**config.mk**
```make
export PLATFORM = sky130hd
export DESIGN_NAME = mma_seq
export DESIGN_NICKNAME = d
export VERILOG_FILES = /design/src/rtl/mma_pkg.sv /design/src/rtl/mma_seq.sv
export SDC_FILE = /design/constraint.sdc
export NUM_CORES = 1
export LEC_CHECK = 0
export BUFFER_PORTS_ARGS = -buffer_cell sky130_fd_sc_hd__buf_4
export CELL_PAD_IN_SITES_DETAIL_PLACEMENT = 0
export CELL_PAD_IN_SITES_GLOBAL_PLACEMENT = 1
export CORE_ASPECT_RATIO = 0.6
export CORE_MARGIN = 8
export CORE_UTILIZATION = 45
export DETAILED_ROUTE_END_ITERATION = 8
export GPL_ROUTABILITY_DRIVEN = 0
export PLACE_DENSITY_LB_ADDON = 0.1
export SETUP_SLACK_MARGIN = 0.3
export SLEW_MARGIN = 0
export SYNTH_ARGS = -nofsm -noshare
export SYNTH_HDL_FRONTEND = slang
export SYNTH_SLANG_ARGS = --single-unit
```
**constraint.sdc**
```tcl
create_clock -name i_clk -period 9.85 [get_ports i_clk]
set_input_delay 1.4775 -clock i_clk [delete_from_list [all_inputs] [get_ports i_clk]]
set_output_delay 1.4775 -clock i_clk [all_outputs]
set_load 0.005 [all_outputs]
```
**src/rtl/mma_pkg.sv**
```systemverilog
// shared types, constants and helper functions for the matrix multiply-accumulate block
package mma_pkg;

    // largest matrix dimension held in the stores
    localparam int MAX_DIM = 8;
    localparam int CELLS   = MAX_DIM * MAX_DIM;
    localparam int ADDR_W  = $clog2(CELLS);
    localparam int DIM_W   = $clog2(MAX_DIM);
    localparam int CNT_W   = $clog2(MAX_DIM + 1);

    // fixed field widths
    localparam int IDX_W   = 3;
    localparam int CFG_W   = 4;
    localparam int VAL_W   = 48;
    localparam int AB_W    = 16;
    localparam int PROD_W  = 2 * AB_W;
    localparam int CSEL_W  = 2;

    typedef enum logic [1:0] {
        MODE_LOAD_A = 2'd0,
        MODE_LOAD_B = 2'd1,
        MODE_LOAD_C = 2'd2,
        MODE_RUN    = 2'd3
    } t_mode;

    typedef enum logic [CSEL_W-1:0] {
        REG_ROWS_M  = 2'd0,
        REG_COLS_N  = 2'd1,
        REG_INNER_K = 2'd2,
        REG_NONE    = 2'd3
    } t_reg_idx;

    typedef struct packed {
        t_mode                    mode;
        logic [IDX_W-1:0]         row;
        logic [IDX_W-1:0]         col;
        logic signed [VAL_W-1:0]  value;
    } t_in_item;

    typedef struct packed {
        logic [IDX_W-1:0]         out_row;
        logic [IDX_W-1:0]         out_col;
        logic signed [VAL_W-1:0]  out_value;
        logic                     last;
    } t_out_item;

    // active matrix sizes
    typedef struct packed {
        logic [CNT_W-1:0] rows;
        logic [CNT_W-1:0] cols;
        logic [CNT_W-1:0] inner;
    } t_dims;

    // read request from the sequencer to the three stores
    typedef struct packed {
        logic              re;
        logic [ADDR_W-1:0] a_addr;
        logic [ADDR_W-1:0] b_addr;
        logic [ADDR_W-1:0] c_addr;
    } t_rd_req;

    // write-back of one finished C element
    typedef struct packed {
        logic                    we;
        logic [ADDR_W-1:0]       addr;
        logic signed [VAL_W-1:0] data;
    } t_c_wr;

    // row-major store address of one element
    function automatic logic [ADDR_W-1:0] cell_addr(input logic [IDX_W-1:0] r,
                                                    input logic [IDX_W-1:0] c);
        int a;
        a = int'(r) * MAX_DIM + int'(c);
        return ADDR_W'(a);
    endfunction

    // limit a register write to 1 .. MAX_DIM
    function automatic logic [CNT_W-1:0] fit_dim(input logic [CFG_W-1:0] v);
        logic [CNT_W-1:0] res;
        if (v == '0) begin
            res = CNT_W'(1);
        end else if (32'(v) > MAX_DIM) begin
            res = CNT_W'(MAX_DIM);
        end else begin
            res = CNT_W'(v);
        end
        return res;
    endfunction

    // clamp a load value into the Q8.8 range; it is taken at Q8.8 scale, not rescaled from Q16.16
    function automatic logic signed [AB_W-1:0] clamp_q88(input logic signed [VAL_W-1:0] v);
        logic signed [AB_W-1:0] res;
        if (v > VAL_W'(32767)) begin
            res = 16'sh7fff;
        end else if (v < -VAL_W'(32768)) begin
            res = 16'sh8000;
        end else begin
            res = v[AB_W-1:0];
        end
        return res;
    endfunction

    // saturate a grown sum back to 48 bits
    function automatic logic signed [VAL_W-1:0] sat48(input logic signed [VAL_W:0] s);
        logic signed [VAL_W-1:0] res;
        if (s[VAL_W] != s[VAL_W-1]) begin
            res = s[VAL_W] ? {1'b1, {(VAL_W-1){1'b0}}} : {1'b0, {(VAL_W-1){1'b1}}};
        end else begin
            res = s[VAL_W-1:0];
        end
        return res;
    endfunction

endpackage

```
**src/rtl/mma_seq.sv**
```systemverilog
// run sequencer: walks i, j, k over the stores, multiplies, accumulates and emits C
module mma_seq (
    input  logic                            i_clk,
    input  logic                            i_rst_n,
    input  logic                            i_start,
    input  mma_pkg::t_dims                  i_dims,
    output mma_pkg::t_rd_req                o_rd,
    input  logic signed [mma_pkg::AB_W-1:0] i_a_rd,
    input  logic signed [mma_pkg::AB_W-1:0] i_b_rd,
    input  logic signed [mma_pkg::VAL_W-1:0] i_c_rd,
    output mma_pkg::t_c_wr                  o_cwr,
    output logic                            o_busy,
    output logic                            o_out_valid,
    input  logic                            i_out_ready,
    output mma_pkg::t_out_item              o_out_data
);
    import mma_pkg::*;

    // issue counters
    logic             r_run;
    logic [DIM_W-1:0] r_i, r_j, r_k;

    // stage 1: store read data
    logic             r_d1_vld, r_d1_first, r_d1_last, r_d1_end;
    logic [DIM_W-1:0] r_d1_i, r_d1_j;

    // stage 2: product
    logic                     r_d2_vld, r_d2_first, r_d2_last, r_d2_end;
    logic [DIM_W-1:0]         r_d2_i, r_d2_j;
    logic signed [PROD_W-1:0] r_prod;
    logic signed [VAL_W-1:0]  r_chold;
    logic signed [VAL_W-1:0]  r_acc;

    // output register
    logic      r_out_vld;
    t_out_item r_out;

    logic                    adv, issue, emit;
    logic                    k_end, j_end, i_end;
    logic [DIM_W-1:0]        k_lim, j_lim, i_lim;
    logic signed [VAL_W-1:0] acc_base, acc_new;
    logic signed [VAL_W:0]   acc_sum;

    // whole pipeline holds only when a finished element cannot leave
    assign adv   = !(r_d2_vld && r_d2_last && r_out_vld && !i_out_ready);
    assign issue = r_run && adv;
    assign emit  = adv && r_d2_vld && r_d2_last;

    assign k_lim = DIM_W'(i_dims.inner - CNT_W'(1));
    assign j_lim = DIM_W'(i_dims.cols - CNT_W'(1));
    assign i_lim = DIM_W'(i_dims.rows - CNT_W'(1));
    assign k_end = (r_k == k_lim);
    assign j_end = (r_j == j_lim);
    assign i_end = (r_i == i_lim);

    // read addresses for the current step
    always_comb begin
        o_rd.re     = issue;
        o_rd.a_addr = cell_addr(IDX_W'(r_i), IDX_W'(r_k));
        o_rd.b_addr = cell_addr(IDX_W'(r_k), IDX_W'(r_j));
        o_rd.c_addr = cell_addr(IDX_W'(r_i), IDX_W'(r_j));
    end

    // loop counters
    always_ff @(posedge i_clk) begin
        if (!i_rst_n) begin
            r_run <= 1'b0;
            r_i   <= '0;
            r_j   <= '0;
            r_k   <= '0;
        end else if (i_start) begin
            r_run <= 1'b1;
            r_i   <= '0;
            r_j   <= '0;
            r_k   <= '0;
        end else if (issue) begin
            if (!k_end) begin
                r_k <= r_k + DIM_W'(1);
            end else begin
                r_k <= '0;
                if (!j_end) begin
                    r_j <= r_j + DIM_W'(1);
                end else begin
                    r_j <= '0;
                    if (!i_end) begin
                        r_i <= r_i + DIM_W'(1);
                    end else begin
                        r_run <= 1'b0;
                    end
                end
            end
        end
    end

    // pipeline control
    always_ff @(posedge i_clk) begin
        if (!i_rst_n) begin
            r_d1_vld <= 1'b0;
            r_d2_vld <= 1'b0;
        end else if (adv) begin
            r_d1_vld <= issue;
            r_d2_vld <= r_d1_vld;
        end
    end

    // pipeline payload
    always_ff @(posedge i_clk) begin
        if (adv) begin
            r_d1_first <= (r_k == '0);
            r_d1_last  <= k_end;
            r_d1_end   <= k_end && j_end && i_end;
            r_d1_i     <= r_i;
            r_d1_j     <= r_j;
            r_d2_first <= r_d1_first;
            r_d2_last  <= r_d1_last;
            r_d2_end   <= r_d1_end;
            r_d2_i     <= r_d1_i;
            r_d2_j     <= r_d1_j;
            r_prod     <= i_a_rd * i_b_rd;
            if (r_d1_vld && r_d1_first) begin
                r_chold <= i_c_rd;
            end
            if (r_d2_vld) begin
                r_acc <= acc_new;
            end
        end
    end

    // saturating accumulate
    assign acc_base = r_d2_first ? r_chold : r_acc;
    assign acc_sum  = (VAL_W + 1)'(acc_base) + (VAL_W + 1)'(r_prod);
    assign acc_new  = sat48(acc_sum);

    // write back the finished element
    always_comb begin
        o_cwr.we   = emit;
        o_cwr.addr = cell_addr(IDX_W'(r_d2_i), IDX_W'(r_d2_j));
        o_cwr.data = acc_new;
    end

    // output register
    always_ff @(posedge i_clk) begin
        if (!i_rst_n) begin
            r_out_vld <= 1'b0;
        end else if (emit) begin
            r_out_vld <= 1'b1;
        end else if (i_out_ready) begin
            r_out_vld <= 1'b0;
        end
    end

    always_ff @(posedge i_clk) begin
        if (emit) begin
            r_out.out_row   <= IDX_W'(r_d2_i);
            r_out.out_col   <= IDX_W'(r_d2_j);
            r_out.out_value <= acc_new;
            r_out.last      <= r_d2_end;
        end
    end

    assign o_busy      = r_run || r_d1_vld || r_d2_vld;
    assign o_out_valid = r_out_vld;
    assign o_out_data  = r_out;

    // a run only starts on an empty pipeline
    a_start_idle: assert property (@(posedge i_clk) disable iff (!i_rst_n)
        i_start |-> !o_busy)
        else $error("run started while busy");

    // stage 1 moves into stage 2 whenever the pipeline advances
    a_d1_to_d2: assert property (@(posedge i_clk) disable iff (!i_rst_n)
        (r_d1_vld && adv) |=> r_d2_vld)
        else $error("step lost between stages");

    // the final element only leaves the pipeline once issuing has finished
    a_last_done: assert property (@(posedge i_clk) disable iff (!i_rst_n)
        (emit && r_d2_end) |-> !r_run)
        else $error("last element while still issuing");

    // a blocked element keeps the accumulator
    a_stall_hold: assert property (@(posedge i_clk) disable iff (!i_rst_n)
        !adv |=> $stable(r_acc))
        else $error("accumulator moved during stall");

endmodule

```
Yosys cells after proc, flatten, opt, wreduce, memory -nomap -nowiden --
Cells that the tools add are included.
Word-level totals: flip-flop bits (word level) 214, bits of input ports 96, output and inout port bits 131, word-level logic and storage cells 80
Cells by class: $add $sub $neg 11, multipliers 1, eq/ne operators 4, multiplexer cells 12, bitwise operators 3, reduce and logical (&&, ||, !) cells 25
Operators by type and width (number):
- $mux 48 | 3
- $add 48x32->49 | 1
- $mul 16x16->32 | 1
- $add 6x3->6 | 4
- $reduce_bool 2->1 | 5
- $add 3x1->3 const B | 3
- $eq 3x3->1 | 3
- $logic_and 1x1->1 | 9
- $sub 3x1->3 const B | 3
- $reduce_and 4->1 | 2
- $mux 1 | 7
- $mux 3 | 2
- $reduce_and 2->1 | 3
- $logic_not 3->1 | 1
- $not 1->1 | 3
- $logic_not 1->1 | 2
- $logic_or 1x1->1 | 2
- $reduce_or 2->1 | 1
- $ne 1x1->1 | 1

Logic depth before layout (Yosys ltp) --
depth after elaboration 7, depth in mapped cells 24, mapped depth without buffers 23

Worst setup path after synthesis --
OpenSTA, ideal clock, no wires.
kind input to register, start in i_b_rd[7] in the netlist's numbering, end reg r_prod[29] (data pin), library setup time 0.258 ns, arrival time 6.988 ns, setup slack 2.605 ns, stages 24, path buffers 1, cell sequence clkbuf_1 > nand2_1 > fa_1 > inv_1 > fa_1 > inv_1 > fa_1 > inv_1 > fa_1 > fa_1 > inv_1 > fa_1 > inv_1 > ha_1 > a21o_1 > a21o_1 > a21o_1 > a31oi_1 > o21ai_0 > a21o_1 > a211o_1 > a31o_2 > a21oi_1 > xnor2_1
On the way: longest elaborated chain between the ends 1
Ends and longest elaborated chain:
- from (decl) | line mma_seq.sv:9 | input logic signed [mma_pkg::AB_W-1:0] i_b_rd,
- $mul 16x16->32 | line mma_seq.sv:119 | r_prod <= i_a_rd * i_b_rd;
- to (signal assigned) | line mma_seq.sv:119
- to (decl) | line mma_seq.sv:30 | logic signed [PROD_W-1:0] r_prod;
No other way between the ends. A chain may end at the register's enable or synchronous reset.

==> metrics.txt <==
outcome=complete, no violations; worst stage delay on the critical path=0.55 ns; Syn Nets=2407; fin area=23100 sq um; min-delay src=r_d1_j[1]$_DFFE_PN_; Startpoint Class=register; IO Port Bufs=223; Post-synth EDFFs=201; hold path cells=0; Most common cell on crit path=buf_4; DRC violations left=0; RSZ-0062 raised after global routing=false; TritonCTS buffer count=19; # hold bufs at CTS=0; Top FF cell, synth=edfxtp_1; Worst slew margin=43.0%; DR vias/cell=5.18; Root Driver=clkbuf_16; H-tree depth=1; r2r startpoint=r_d2_first$_DFFE_PN_; GRT overflow=0; Post-CTS Setup Bufs=0; CP Data Required Time=8.37 ns; Post-Syn Area=20400 sq um; Yosys reg bits=214; Synthesis Warnings=0; die height=181 microns; Max Buffers Root-to-Sink=3; Final Cycle Share=76.6%; CP arrival=6.07 ns; Total Routing Usage GR=19.1%; dpl hpwl=39700 microns; number of DRC violations after detailed-routing iteration 0=909; setup TNS=0 ns; Hold EP=r_d2_j[1]$_DFFE_PN_; Crit Path Class=reg2out; asr flop ratio synth=0%; DR pass1 iterations=5; min Tclk post-route=7.55 ns; Worst-Margin Slew=0.856 ns; clk slew on worst S/H paths=0.08 ns; CP max-delay cell=buf_4; layout cell share with drive strength beyond 1=15.7%; # setup viols final=0; worst-path maximum fanout=48; R2R cell count=13; clk_lat worst skew=0.50 ns; vias in the first global route=14900; max_cap viols=0; Avg Cell Area, Syn=10.7 sq um; register area share after synthesis=30.9%; largest net degree at the start of global routing=56; FILL cells=4126; core area=44700 sq um; Cell variety after synth=69; Hold Crit Class=reg2reg; element type at the critical path end=output port; critical-path cell list=buf_4, mux2_2, ha_1, nand3_1, nor4_1, o2111ai_1, a41oi_2, o31a_1, nand4_1, nand3b_1, mux2i_4, buf_4, o21ai_0, buf_4; routed vias=13900; CP startpoint=r_d2_first$_DFFE_PN_; Hold Violations, Final=0; Nets=2578; area post-placement=22500 sq um; row cnt=60; Post-CTS Resized=0; clk sinks=214; final WL=49300 microns; layout-stage area growth over the synthesis result=13.5%; Top-Level Pins=227; Post-Syn Instances=1911; max frequency=132 MHz; CTS tree=yes; Die Span X=291 microns; Worst Skew=0.0156 ns; first-pass GRT wire length=81900 microns; multi-input logic area=12500 sq um; FF-to-FF setup slack=4.17 ns; FF-to-FF End=r_acc[25]$_DFFE_PP_; initial antenna violation count=1; Sequential Area=6300 sq um; antenna viol nets, final=0; WL/cell=18.4 microns; Die ar.=52500 sq um; max-slew violations=0; initial core utilization=45.5%
==> state kept, by name, summed over array words and instances, names as in the netlist, 3 cells and up <==
| signal | count |
|---|---|
| o_out_data | 55 |
| r_acc | 48 |
| r_chold | 48 |
| r_d1_i | 3 |
| r_d1_j | 3 |
| r_d2_i | 3 |
| r_d2_j | 3 |
| r_i | 3 |
| r_j | 3 |
| r_k | 3 |
| r_prod | 32 |
==> through the flow <==
| step | cells | worst slack, ns | hold slack (ns) | util (%) |
|---|---|---|---|---|
| after floorplan | 1911 | 2.60 | 0.400 | - |
| after global routing | 2683 | 2.04 | 0.426 | 51.6 |
| after detailed placement | 2650 | 2.21 | 0.406 | 50.2 |
| final | 2684 | 2.30 | 0.419 | 51.7 |
| after CTS | 2683 | 2.34 | 0.421 | 51.6 |
| after global placement | 2650 | 2.26 | 0.402 | 50.2 |
==> worst max-delay path by stage <==
stage	end	slack, ns	depth (start not counted)
6_report	o_cwr[25]	2.30	14
4_1_cts	o_cwr[26]	2.34	14
3_3_place_gp	r_prod[29]$_DFFE_PN_	2.26	24
5_1_grt	o_cwr[25]	2.04	14
3_5_place_dp	r_prod[31]$_DFFE_PN_	2.21	24
2_1_floorplan	r_prod[29]$_DFFE_PN_	2.60	24
==> layout make-up <==
cell class / instances / share of cell area [%]
Inverter: 322 / 5.23
Antenna cell: 1 / 0.0108
Tap cell: 589 / 3.19
Clock buffer: 25 / 2.20
Timing Repair Buffer: 231 / 7.50
Clock inverter: 8 / 0.541
Sequential cell: 214 / 27.2
Multi-Input combinational cell: 1294 / 54.1
==> synthesized netlist by cell type (all sizes together), types with 6 or more instances <==
cell type | n | area share (%)
inv | 322 | 5.9
fa | 263 | 26
edfxtp | 201 | 30
nand2 | 176 | 3.2
ha | 137 | 8.4
and2 | 130 | 4.0
a21oi | 118 | 2.9
xnor2 | 64 | 2.8
nor2 | 61 | 1.1
o21ai | 58 | 1.5
clkbuf | 51 | 0.96
mux2 | 47 | 2.6
buf | 30 | 0.92
xor2 | 30 | 1.3
a21o | 29 | 1.1
nand3 | 18 | 0.44
nand4 | 18 | 0.55
nand2b | 14 | 0.43
dfxtp | 13 | 1.3
o21bai | 13 | 0.48
a31oi | 11 | 0.44
nor3 | 11 | 0.27
nor2b | 8 | 0.25
a211oi | 7 | 0.28
and3 | 7 | 0.22
o211ai | 7 | 0.26
o21a | 7 | 0.26
a21boi | 6 | 0.22
==> cell usage in the layout (no fill, tap or decap), types with 18 or more instances in the layout <==
master,instances
mux2_2,47
xnor2_1,64
nand4_1,18
nor2_1,60
nand3_1,18
xor2_1,30
edfxtp_1,201
nand2_1,176
buf_4,231
inv_1,321
clkbuf_16,19
o21ai_0,51
a21oi_1,116
a21o_1,29
and2_1,129
fa_1,263
ha_1,137
==> worst max-delay path, delay by kind of cell, from the launching register on <==
family	cells	cell delay [ns]
AOI/OAI and AO/OA	4	1.42
buffers and inverters	3	1.28
and+or+nand+nor	4	1.10
muxes	2	0.92
adders and majority gates	1	0.40
DFF	1	0.32
==> metal layers <==
metal  wire (microns)  global-route usage [%]  vias to the layer above
met2            21900                    29.9                      307
met4              904                    3.34                        2
met1            24300                    28.3                     6977
met5               13                       0                        -
met3             2230                    3.00                       47
li1                 -                       -                     6581
==> logic make-up after synthesis <==
group	share of synthesized area (%)
mux	2.80
buf+inv	7.82
flops	30.9
compound gates	9.03
simple gates	11.1
xor+xnor	4.04
fa+ha+maj	34.3
Power is left out: the tool's default activity adds up to more than one toggle a clock period on the data nets, which glitch-free logic cannot reach.
